[src/rtl/pel_pkg.sv]
package pel_pkg;

	localparam int COORD_W = 19;
	localparam int MAG_W   = 19;
	localparam int SQ_W    = 38;
	localparam int DIST_W  = 38;
	localparam int CNT_W   = 16;
	localparam int CFG_W   = 38;
	localparam int CFG_IDX_W = 2;

	typedef logic signed [COORD_W-1:0] coord_t;
	typedef logic [MAG_W-1:0]          mag_t;
	typedef logic [SQ_W-1:0]           sq_t;
	typedef logic [DIST_W-1:0]         dist_t;
	typedef logic [CNT_W-1:0]          cnt_t;

	typedef enum logic [CFG_IDX_W-1:0] {
		CFG_COLLISION_DIST = 2'd0,
		CFG_NEAR_MISS_DIST = 2'd1,
		CFG_SWEEP_MIN      = 2'd2
	} cfg_idx_t;

	localparam cnt_t  CNT_MAX            = '1;
	localparam dist_t COLLISION_DIST_RST = DIST_W'(1000000);
	localparam dist_t NEAR_MISS_DIST_RST = DIST_W'(4000000);
	localparam dist_t SWEEP_MIN_RST      = '1;

endpackage

[src/rtl/pel_dist_sq.sv]
module pel_dist_sq (
	input  logic           clk,
	input  logic           en,
	input  pel_pkg::coord_t rel_x,
	input  pel_pkg::coord_t rel_y,
	input  pel_pkg::coord_t rel_z,
	output pel_pkg::dist_t  sq_sum
);
	import pel_pkg::*;

	mag_t  mag_x, mag_y, mag_z;
	sq_t   sq_x_s2, sq_y_s2, sq_z_s2;
	dist_t dist_s3;

	// take magnitude; the most negative value maps to 2^18
	assign mag_x = rel_x[COORD_W-1] ? MAG_W'(-rel_x) : MAG_W'(rel_x);
	assign mag_y = rel_y[COORD_W-1] ? MAG_W'(-rel_y) : MAG_W'(rel_y);
	assign mag_z = rel_z[COORD_W-1] ? MAG_W'(-rel_z) : MAG_W'(rel_z);

	always_ff @(posedge clk) begin
		if (en) begin
			sq_x_s2 <= SQ_W'(mag_x * mag_x);
			sq_y_s2 <= SQ_W'(mag_y * mag_y);
			sq_z_s2 <= SQ_W'(mag_z * mag_z);
			dist_s3 <= DIST_W'(sq_x_s2 + sq_y_s2 + sq_z_s2);
		end
	end

	assign sq_sum = dist_s3;

endmodule

[src/rtl/proximity_event_logger.sv]
// Proximity event logger. Takes one word per cycle carrying a neighbour slot and its relative
// position in millimetres, and returns one word per input word: the squared distance, the
// saturating collision and near-miss totals, the events raised by this word, and the running
// minimum and maximum squared distance of the current sweep. Throughput is one word per clock
// unless out_stall holds the result word. The pipeline runs through the input register, the
// three 19x19 squaring multipliers, the three-way sum and the result register. Per-slot
// collided, near-miss and transition marks live in flip-flops (NEIGHBOR_SLOTS of each); the
// slot field is taken modulo NEIGHBOR_SLOTS. The user must write the thresholds and the sweep
// minimum start value (cfg_we/cfg_index/cfg_data) with no word in flight; nothing checks it.
module proximity_event_logger #(
	parameter int NEIGHBOR_SLOTS = 16
) (
	input  logic                        clk,
	input  logic                        arst_n,

	input  logic                        cfg_we,
	input  logic [pel_pkg::CFG_IDX_W-1:0] cfg_index,
	input  logic [pel_pkg::CFG_W-1:0]   cfg_data,

	input  logic                        in_valid,
	output logic                        in_stall,
	input  logic [3:0]                  slot,
	input  pel_pkg::coord_t             rel_x,
	input  pel_pkg::coord_t             rel_y,
	input  pel_pkg::coord_t             rel_z,
	input  logic                        sweep_start,
	input  logic                        armed,

	output logic                        out_valid,
	input  logic                        out_stall,
	output pel_pkg::dist_t              dist_sqr,
	output pel_pkg::cnt_t               collision_total,
	output pel_pkg::cnt_t               near_miss_total,
	output logic                        new_collision,
	output logic                        new_near_miss,
	output pel_pkg::dist_t              min_dist_sqr,
	output pel_pkg::dist_t              max_dist_sqr
);
	import pel_pkg::*;

	localparam int IDX_W = (NEIGHBOR_SLOTS > 1) ? $clog2(NEIGHBOR_SLOTS) : 1;

	typedef logic [IDX_W-1:0] idx_t;

	typedef struct packed {
		idx_t idx;
		logic sweep;
		logic armed;
	} ctl_t;

	function automatic idx_t wrap_slot(logic [3:0] s);
		idx_t w;
		w = '0;
		for (int i = 0; i < 16; i++) begin
			if (s == 4'(i)) w = IDX_W'(i % NEIGHBOR_SLOTS);
		end
		return w;
	endfunction

	dist_t coll_thr_q, nm_thr_q, sweep_min_q;

	logic en;
	logic v_s1, v_s2, v_s3, out_valid_q;
	ctl_t ctl_s1, ctl_s2, ctl_s3;
	coord_t rel_x_s1, rel_y_s1, rel_z_s1;
	dist_t dist_s3;

	logic [NEIGHBOR_SLOTS-1:0] col_mark_q, nm_mark_q, tr_mark_q;
	logic [NEIGHBOR_SLOTS-1:0] col_mark_d, nm_mark_d, tr_mark_d;
	cnt_t  coll_cnt_q, nm_cnt_q, coll_cnt_d, nm_cnt_d;
	dist_t run_min_q, run_max_q, run_min_d, run_max_d;
	logic  newc_d, newn_d;

	dist_t dist_sqr_q, min_q, max_q;
	logic  newc_q, newn_q;

	// advance the whole pipeline unless the result word is held
	assign en       = !(out_valid_q && out_stall);
	assign in_stall = !en;

	always_ff @(posedge clk or negedge arst_n) begin
		if (!arst_n) begin
			coll_thr_q  <= COLLISION_DIST_RST;
			nm_thr_q    <= NEAR_MISS_DIST_RST;
			sweep_min_q <= SWEEP_MIN_RST;
		end else if (cfg_we) begin
			case (cfg_index)
				CFG_COLLISION_DIST: coll_thr_q  <= DIST_W'(cfg_data);
				CFG_NEAR_MISS_DIST: nm_thr_q    <= DIST_W'(cfg_data);
				CFG_SWEEP_MIN:      sweep_min_q <= DIST_W'(cfg_data);
				default: ;
			endcase
		end
	end

	always_ff @(posedge clk or negedge arst_n) begin
		if (!arst_n) begin
			v_s1        <= 1'b0;
			v_s2        <= 1'b0;
			v_s3        <= 1'b0;
			out_valid_q <= 1'b0;
		end else if (en) begin
			v_s1        <= in_valid;
			v_s2        <= v_s1;
			v_s3        <= v_s2;
			out_valid_q <= v_s3;
		end
	end

	always_ff @(posedge clk) begin
		if (en) begin
			ctl_s1.idx   <= wrap_slot(slot);
			ctl_s1.sweep <= sweep_start;
			ctl_s1.armed <= armed;
			rel_x_s1     <= rel_x;
			rel_y_s1     <= rel_y;
			rel_z_s1     <= rel_z;
			ctl_s2       <= ctl_s1;
			ctl_s3       <= ctl_s2;
		end
	end

	pel_dist_sq u_dist_sq (
		.clk    (clk),
		.en     (en),
		.rel_x  (rel_x_s1),
		.rel_y  (rel_y_s1),
		.rel_z  (rel_z_s1),
		.sq_sum (dist_s3)
	);

	always_comb begin
		dist_t base_min, base_max;
		logic  lt_c, lt_n, gt_c, gt_n;

		base_min = ctl_s3.sweep ? sweep_min_q : run_min_q;
		base_max = ctl_s3.sweep ? '0 : run_max_q;
		lt_c = dist_s3 < coll_thr_q;
		lt_n = dist_s3 < nm_thr_q;
		gt_c = dist_s3 > coll_thr_q;
		gt_n = dist_s3 > nm_thr_q;

		col_mark_d = col_mark_q;
		nm_mark_d  = nm_mark_q;
		tr_mark_d  = tr_mark_q;
		coll_cnt_d = coll_cnt_q;
		nm_cnt_d   = nm_cnt_q;
		run_min_d  = base_min;
		run_max_d  = base_max;
		newc_d     = 1'b0;
		newn_d     = 1'b0;

		if (ctl_s3.armed) begin
			if (dist_s3 < base_min) run_min_d = dist_s3;
			if (dist_s3 > base_max) run_max_d = dist_s3;

			if (lt_c && !col_mark_q[ctl_s3.idx]) begin
				if (coll_cnt_q != CNT_MAX) coll_cnt_d = CNT_W'(coll_cnt_q + 1'b1);
				newc_d = 1'b1;
				if (nm_cnt_q != '0 && !tr_mark_q[ctl_s3.idx]) begin
					nm_cnt_d = CNT_W'(nm_cnt_q - 1'b1);
					tr_mark_d[ctl_s3.idx] = 1'b1;
				end
				col_mark_d[ctl_s3.idx] = 1'b1;
			end else if (lt_n && !nm_mark_q[ctl_s3.idx]) begin
				if (nm_cnt_q != CNT_MAX) nm_cnt_d = CNT_W'(nm_cnt_q + 1'b1);
				newn_d = 1'b1;
				nm_mark_d[ctl_s3.idx] = 1'b1;
			end else if (gt_n) begin
				col_mark_d[ctl_s3.idx] = 1'b0;
				nm_mark_d[ctl_s3.idx]  = 1'b0;
				tr_mark_d[ctl_s3.idx]  = 1'b0;
			end else if (gt_c) begin
				col_mark_d[ctl_s3.idx] = 1'b0;
			end
		end
	end

	always_ff @(posedge clk or negedge arst_n) begin
		if (!arst_n) begin
			col_mark_q <= '0;
			nm_mark_q  <= '0;
			tr_mark_q  <= '0;
			coll_cnt_q <= '0;
			nm_cnt_q   <= '0;
			run_min_q  <= '1;
			run_max_q  <= '0;
		end else if (en && v_s3) begin
			col_mark_q <= col_mark_d;
			nm_mark_q  <= nm_mark_d;
			tr_mark_q  <= tr_mark_d;
			coll_cnt_q <= coll_cnt_d;
			nm_cnt_q   <= nm_cnt_d;
			run_min_q  <= run_min_d;
			run_max_q  <= run_max_d;
		end
	end

	always_ff @(posedge clk) begin
		if (en) begin
			dist_sqr_q <= dist_s3;
			newc_q     <= newc_d;
			newn_q     <= newn_d;
			min_q      <= run_min_d;
			max_q      <= run_max_d;
		end
	end

	assign out_valid       = out_valid_q;
	assign dist_sqr        = dist_sqr_q;
	assign collision_total = coll_cnt_q;
	assign near_miss_total = nm_cnt_q;
	assign new_collision   = newc_q;
	assign new_near_miss   = newn_q;
	assign min_dist_sqr    = min_q;
	assign max_dist_sqr    = max_q;

	a_coll_monotonic: assert property (@(posedge clk) disable iff (!arst_n)
		coll_cnt_q >= $past(coll_cnt_q))
		else $error("collision count went down");

	a_nm_step: assert property (@(posedge clk) disable iff (!arst_n)
		nm_cnt_q == $past(nm_cnt_q) ||
		nm_cnt_q == CNT_W'($past(nm_cnt_q) + 1'b1) ||
		nm_cnt_q == CNT_W'($past(nm_cnt_q) - 1'b1))
		else $error("near-miss count moved by more than one");

	a_newc_counted: assert property (@(posedge clk) disable iff (!arst_n)
		out_valid_q && newc_q |-> coll_cnt_q != '0)
		else $error("collision flagged with zero total");

	a_new_exclusive: assert property (@(posedge clk) disable iff (!arst_n)
		en && v_s3 |-> !(newc_d && newn_d))
		else $error("collision and near miss raised by one word");

endmodule
[config.mk]
export PLATFORM = sky130hd
export DESIGN_NAME = proximity_event_logger
export DESIGN_NICKNAME = d
export VERILOG_FILES = /design/src/rtl/pel_pkg.sv /design/src/rtl/pel_dist_sq.sv /design/src/rtl/proximity_event_logger.sv
export SDC_FILE = /design/constraint.sdc
export NUM_CORES = 2
export LEC_CHECK = 0
export ABC_CLOCK_PERIOD_IN_PS = 11800
export BUFFER_PORTS_ARGS = -buffer_cell sky130_fd_sc_hd__buf_2
export CAP_MARGIN = 40
export CORE_ASPECT_RATIO = 2
export CORE_MARGIN = 3
export CORE_UTILIZATION = 64
export CTS_CLUSTER_DIAMETER = 50
export DETAILED_ROUTE_END_ITERATION = 6
export PLACE_DENSITY = 0.9
export SETUP_SLACK_MARGIN = 0.5
export SYNTH_ARGS = -nofsm -noshare
export SYNTH_HDL_FRONTEND = slang
export SYNTH_SLANG_ARGS = --single-unit
[constraint.sdc]
create_clock -name clk -period 11.8 [get_ports clk]
set_input_delay 0 -clock clk [delete_from_list [all_inputs] [get_ports clk]]
set_output_delay 0 -clock clk [all_outputs]
set_load 0.02 [all_outputs]
* Yosys cells after proc, flatten, opt, wreduce, memory -nomap -nowiden
Cells that the tools add are included.
** Storage, ports and cells
- Word-level logic and storage cells :: 163
- Register bits after elaboration :: 617
- Output and inout port bits :: 150
** Operators by class
- Bitwise logic cells :: 9
- Equality and inequality tests :: 21
- Reductions and logical operators :: 29
- Multipliers :: 3
- Muxes and demuxes :: 47
- Order comparisons :: 8
- Add/subtract/negate cells :: 8
** Operator list (count)
- $mux 38 :: 6
- $mux 16 :: 14
- $gt 38x38->1 :: 3
- $lt 38x38->1 :: 3
- $mul 19x19->38 :: 3
- $add 38x38->38 :: 2
- $mux 19 :: 3
- $neg 19->19 :: 3
- $and 16x16->16 :: 3
- $or 16x16->16 :: 3
- $add 16x1->16 const B :: 2
- $eq 4x4->1 const B :: 8
- $ne 16x16->1 const B :: 2
- $mux 4 :: 6
- $eq 4x3->1 const B :: 4
- $not 16->16 :: 1
- $reduce_bool 16->1 :: 1
- $sub 16x1->16 const B :: 1
- $bmux 1 s4 :: 3
- $mux 3 :: 4
- $reduce_and 4->1 :: 3
- $reduce_and 5->1 :: 2
- $eq 4x2->1 const B :: 2
- $mux 1 :: 8
- 19 further kinds :: 35

* Logic depth before layout (Yosys ltp)
- Depth in word-level cells :: 15
- Mapped depth :: 34
- Mapped depth without buffers :: 31

* Hierarchy
From an unflattened synthesis, not the netlist that was laid out.
** Unflattened totals
- Cells, all modules :: 5766
- Area, all modules :: 60805.8 um^2
** By module, submodules not included
- pel_dist_sq :: sequential area each 4474.3 um^2, area an instance 37739.9 um^2, instances 1, cells each 3957
- proximity_event_logger :: sequential area each 12704.7 um^2, area an instance 23065.9 um^2, instances 1, cells each 1809

* Least setup slack after synthesis
OpenSTA, ideal clock, no wires.
- Kind :: reg-to-reg
- From :: register out_valid_q, in the netlist out_valid
- To :: register coll_cnt_q[9], in the netlist collision_total[9]
- Arrival time :: 9.590 ns
- Clock period less this slack :: 9.669 ns
- Path buffers :: 0
- Slack :: 2.131 ns
- Library setup time :: 0.080 ns
- Stages on the path, launching flop included :: 7
- Data required time :: 11.720 ns
- Cells stage by stage :: dfrtp_1 > nand2_1 > and3_1 > nand3_1 > or4_1 > nor3_1 > xor2_1
** Between the ends
- Longest elaborated chain between the ends :: 4
** Ends and longest elaborated chain
- from (decl) :: RTL line proximity_event_logger.sv:63 : logic v_s1, v_s2, v_s3, out_valid_q;
- from (signal assigned) :: RTL line proximity_event_logger.sv:106 : out_valid_q <= v_s3;
- $logic_and 1x1->1 :: RTL line proximity_event_logger.sv:78 : assign en = !(out_valid_q && out_stall);
- $logic_not 1->1 :: RTL line proximity_event_logger.sv:78
- $logic_and 1x1->1 :: RTL line proximity_event_logger.sv:188 : end else if (en && v_s3) begin
- $reduce_and 4->1 (no line)
- to (signal assigned) :: RTL line proximity_event_logger.sv:192 : coll_cnt_q <= coll_cnt_d;
- to (decl) :: RTL line proximity_event_logger.sv:70 : cnt_t coll_cnt_q, nm_cnt_q, coll_cnt_d, nm_cnt_d;
Every way passes these cells.
A chain may end at the register's enable or synchronous reset.

* Worst setup path in the final report
- From :: register rel_y_s1[0]
- To :: register u_dist_sq.sq_y_s2[34] (data pin)
** Between the ends
- Longest elaborated chain between the ends :: 3
** Ends and longest elaborated chain
- from (decl) :: RTL line proximity_event_logger.sv:65 : coord_t rel_x_s1, rel_y_s1, rel_z_s1;
- from (signal assigned) :: RTL line proximity_event_logger.sv:116 : rel_y_s1 <= rel_y;
- $neg 19->19 :: RTL line pel_dist_sq.sv:17 : assign mag_y = rel_y[COORD_W-1] ? MAG_W'(-rel_y) : MAG_W'(rel_y);
- $mux 19 (*) :: RTL line pel_dist_sq.sv:17
- $mul 19x19->38 (*) :: RTL line pel_dist_sq.sv:23 : sq_y_s2 <= SQ_W'(mag_y * mag_y);
- to (signal assigned) :: RTL line pel_dist_sq.sv:23
- to (decl) :: RTL line pel_dist_sq.sv:12 : sq_t sq_x_s2, sq_y_s2, sq_z_s2;
Every way passes the cells marked *; elsewhere a longest branch is shown, timed or not.

==> results.json <==
{
  "htree_num_levels": 3,
  "timing.final.crit_period_ps": 9860,
  "wl_per_cell_um": 24.5,
  "yosysUniqueCellTypes": 85,
  "drt_wl_total_um": 188000,
  "io_pins": 258,
  "drtIter0Drc": 4467,
  "synthTopCellsByCount": "1,208 x inv_1, 787 x fa_1, 563 x ha_1",
  "drc": 69,
  "drtPass1Iterations": 7,
  "vias": 48500,
  "crit_path_end_kind": "register",
  "path_class": "reg -> reg",
  "post-route-period-util_pct": 83.6,
  "antenna_found_initial": 12,
  "maxSlewHeadroom_pct": 30.9,
  "area_delta_synth_final_pct": 11.3,
  "cts_buffers": 67,
  "grtUsageMet2_pct": 66.3,
  "clockBufferDepth": 3,
  "netlist_area_mm2": 0.0612,
  "synth_edf_count": 340,
  "first_global_vias": 53400,
  "fmax_ghz": 0.101,
  "drive_gt1_share_pct": 12.3,
  "row_count": 159,
  "cts.sinks": 614,
  "dieArea_mm2": 0.0996,
  "gp_congestion": 1.02,
  "grt_remaining_overflow": 0,
  "synth-main-ff-cell": "edfxtp_1",
  "worst_ep_required_time_ps": 12210,
  "grt_max_degree": 132,
  "grt_util_met3_pct": 9.31,
  "synth_cells": 5992,
  "core_mm2": 0.0943,
  "finalSetupViolCount": 0,
  "tns_ps": 0,
  "chipHeight_um": 443,
  "yosysSeqAreaShare_pct": 28.1,
  "tightest_slew_ps": 1030,
  "crit_family": "adder cells",
  "top_usage_layer": "met2",
  "critPathMaxStageDelay_ps": 580,
  "ys_async_sr_fraction_pct": 44.6,
  "synth.largest_area_cell": "fa_1",
  "cts-root-buf": "clkbuf_16",
  "status": "complete, but fails checks",
  "cp_max_fo": 15,
  "cap_viol_max_count": 0,
  "slew_violations": 0,
  "yosysWarnings": 0,
  "synth.mux.area_fraction_pct": 3.45,
  "hold_path.class": "in -> reg",
  "port_buffers": 257,
  "fillCellCount": 6090,
  "synth_xor_area_share_pct": 3.43,
  "path_clk_slew_ps": 80,
  "nets": 7870,
  "slowest_stage": "edfxtp_1",
  "vias_per_cell": 6.30,
  "grt_use_met1_pct": 36.8,
  "synth_most_common_cell": "inv_1",
  "synth_area_leaders": "fa_1 26%, edfxtp_1 17%, ha_1 12%, dfrtp_1 7.5%, inv_1 7.4%",
  "crit_path_start_kind": "register",
  "worstSkewPairLatency_ps": 690,
  "start_util_pct": 64.9,
  "finalHoldViolations": 0,
  "ys_ff_latch": 614,
  "avgSynthCellArea_um2": 10.2,
  "cts_tree": "built",
  "worstPathArrival_ps": 10270,
  "path_common_cell": "fa_1",
  "synth_fa_ha_area_share_pct": 37.3,
  "synth_compound_area_share_pct": 9.88,
  "finClkSkew_ps": 34.0,
  "cp_num_buf_inv": 7,
  "ant_nets": 0,
  "grt_util_all_layers_pct": 38.5,
  "synth_top_family_by_area": "adder cells",
  "synth_top_area_share_pct": 25.7,
  "synthSimpleGateAreaFrac_pct": 9.16,
  "rsz0062_at_grt": "false",
  "cts_resized": 0,
  "violations": "DRC",
  "die_w_um": 225,
  "grt_pass1_wl_um": 290000,
  "hpwl_um": 137000,
  "cts_setup_buffers": 0
}
## worst reg2reg max path: cells and delay by family, from the launching register on
| family | cells | cell delay, ps |
|---|---|---|
| adders and majority gates | 8 | 3400 |
| buffers and inverters | 7 | 1310 |
| and+or+nand+nor | 6 | 1780 |
| xor gates and xnor gates | 2 | 320 |
| DFF | 1 | 580 |
| AOI/OAI and AO/OA | 7 | 2250 |
## flip-flops by register name, summed over array words and instances, names as in the netlist, 19 cells and up
register / count
coll_thr_q: 38
dist_sqr: 38
max_dist_sqr: 38
min_dist_sqr: 38
nm_thr_q: 38
run_max_q: 38
run_min_q: 38
sweep_min_q: 38
u_dist_sq.sq_sum: 38
u_dist_sq.sq_x_s2: 37
u_dist_sq.sq_y_s2: 37
u_dist_sq.sq_z_s2: 37
rel_x_s1: 19
rel_y_s1: 19
rel_z_s1: 19
## cells by family after synthesis
logic type                 Yosys count
adders and majority gates         1350
other                                2
muxes                              175
buffers and inverters             1418
DFF                                614
AOI/OAI and AO/OA                  950
and+or+nand+nor                   1244
xor gates and xnor gates           239
## path summary, 6_finish.rpt
path	cells past startpoint	slack [ps]	to	startpoint
worst min register to register	0	410	ctl_s2[4]	ctl_s1[4]
worst max register to register	30	1940	u_dist_sq.sq_y_s2[34]	rel_y_s1[0]
worst min-delay path	2	30	rel_x_s1[7]	rel_x[7]
max in group asynchronous	5	9690	collision_total[13]	arst_n
min in group asynchronous	3	470	sweep_min_q[25]	arst_n
worst max-delay path	30	1940	u_dist_sq.sq_y_s2[34]	rel_y_s1[0]
## metrics by stage
step | setup WS [ps] | cell area, um^2 | hold WS, ps | instances | utilization, %
floorplan | 2130 | 61300 | -296 | 6035 | -
global placement | 2550 | 64300 | 14.0 | 7411 | 68.2
detailed placement | 2140 | 64400 | 29.4 | 7423 | 68.3
CTS | 2150 | 68000 | 0.0665 | 7669 | 72.1
global route | 1510 | 68100 | 9.36 | 7675 | 72.2
finish | 1940 | 68100 | 27.1 | 7686 | 72.2
## routing by layer
layer	routed length (um)	vias up
li1	-	20400
met1	54900	23400
met2	94300	3201
met3	15700	1419
met4	23300	4
met5	26	-
## layout by cell type (no fill, tap or decap), drive strengths merged, types with 33 or more instances in the layout
cell type,count
a21o,109
a21oi,196
a22o,38
and3,33
buf,370
clkbuf,81
clkinv,45
conb,45
dfrtp,184
dfstp,90
dlygate4sd3,121
edfxtp,340
fa,787
ha,563
inv,1229
mux2,159
nand2,477
nand2b,52
nand3,130
nand4,56
nor2,355
nor3,37
o211ai,82
o21ai,307
o31ai,37
xnor2,149
xor2,90
## layout make-up
type	instances	area, um^2	area share (%)
multi-input cells	4003	38900	57.2
flip-flops and latches	614	17200	25.2
inverters	1235	4640	6.81
repair buffers	491	3480	5.11
clock buffers	81	1810	2.66
well taps	1207	1510	2.22
clock inverters	43	522	0.766
diodes	12	30.0	0.0441
## repair_timing
item | in CTS | in global routing
hold buffers | 122 | 0
setup endpoints to repair | 0 | 0
hold endpoints to repair | 257 | 0
Power is left out: the tool's default activity adds up to more than one toggle a clock period on the data nets, which glitch-free logic cannot reach.
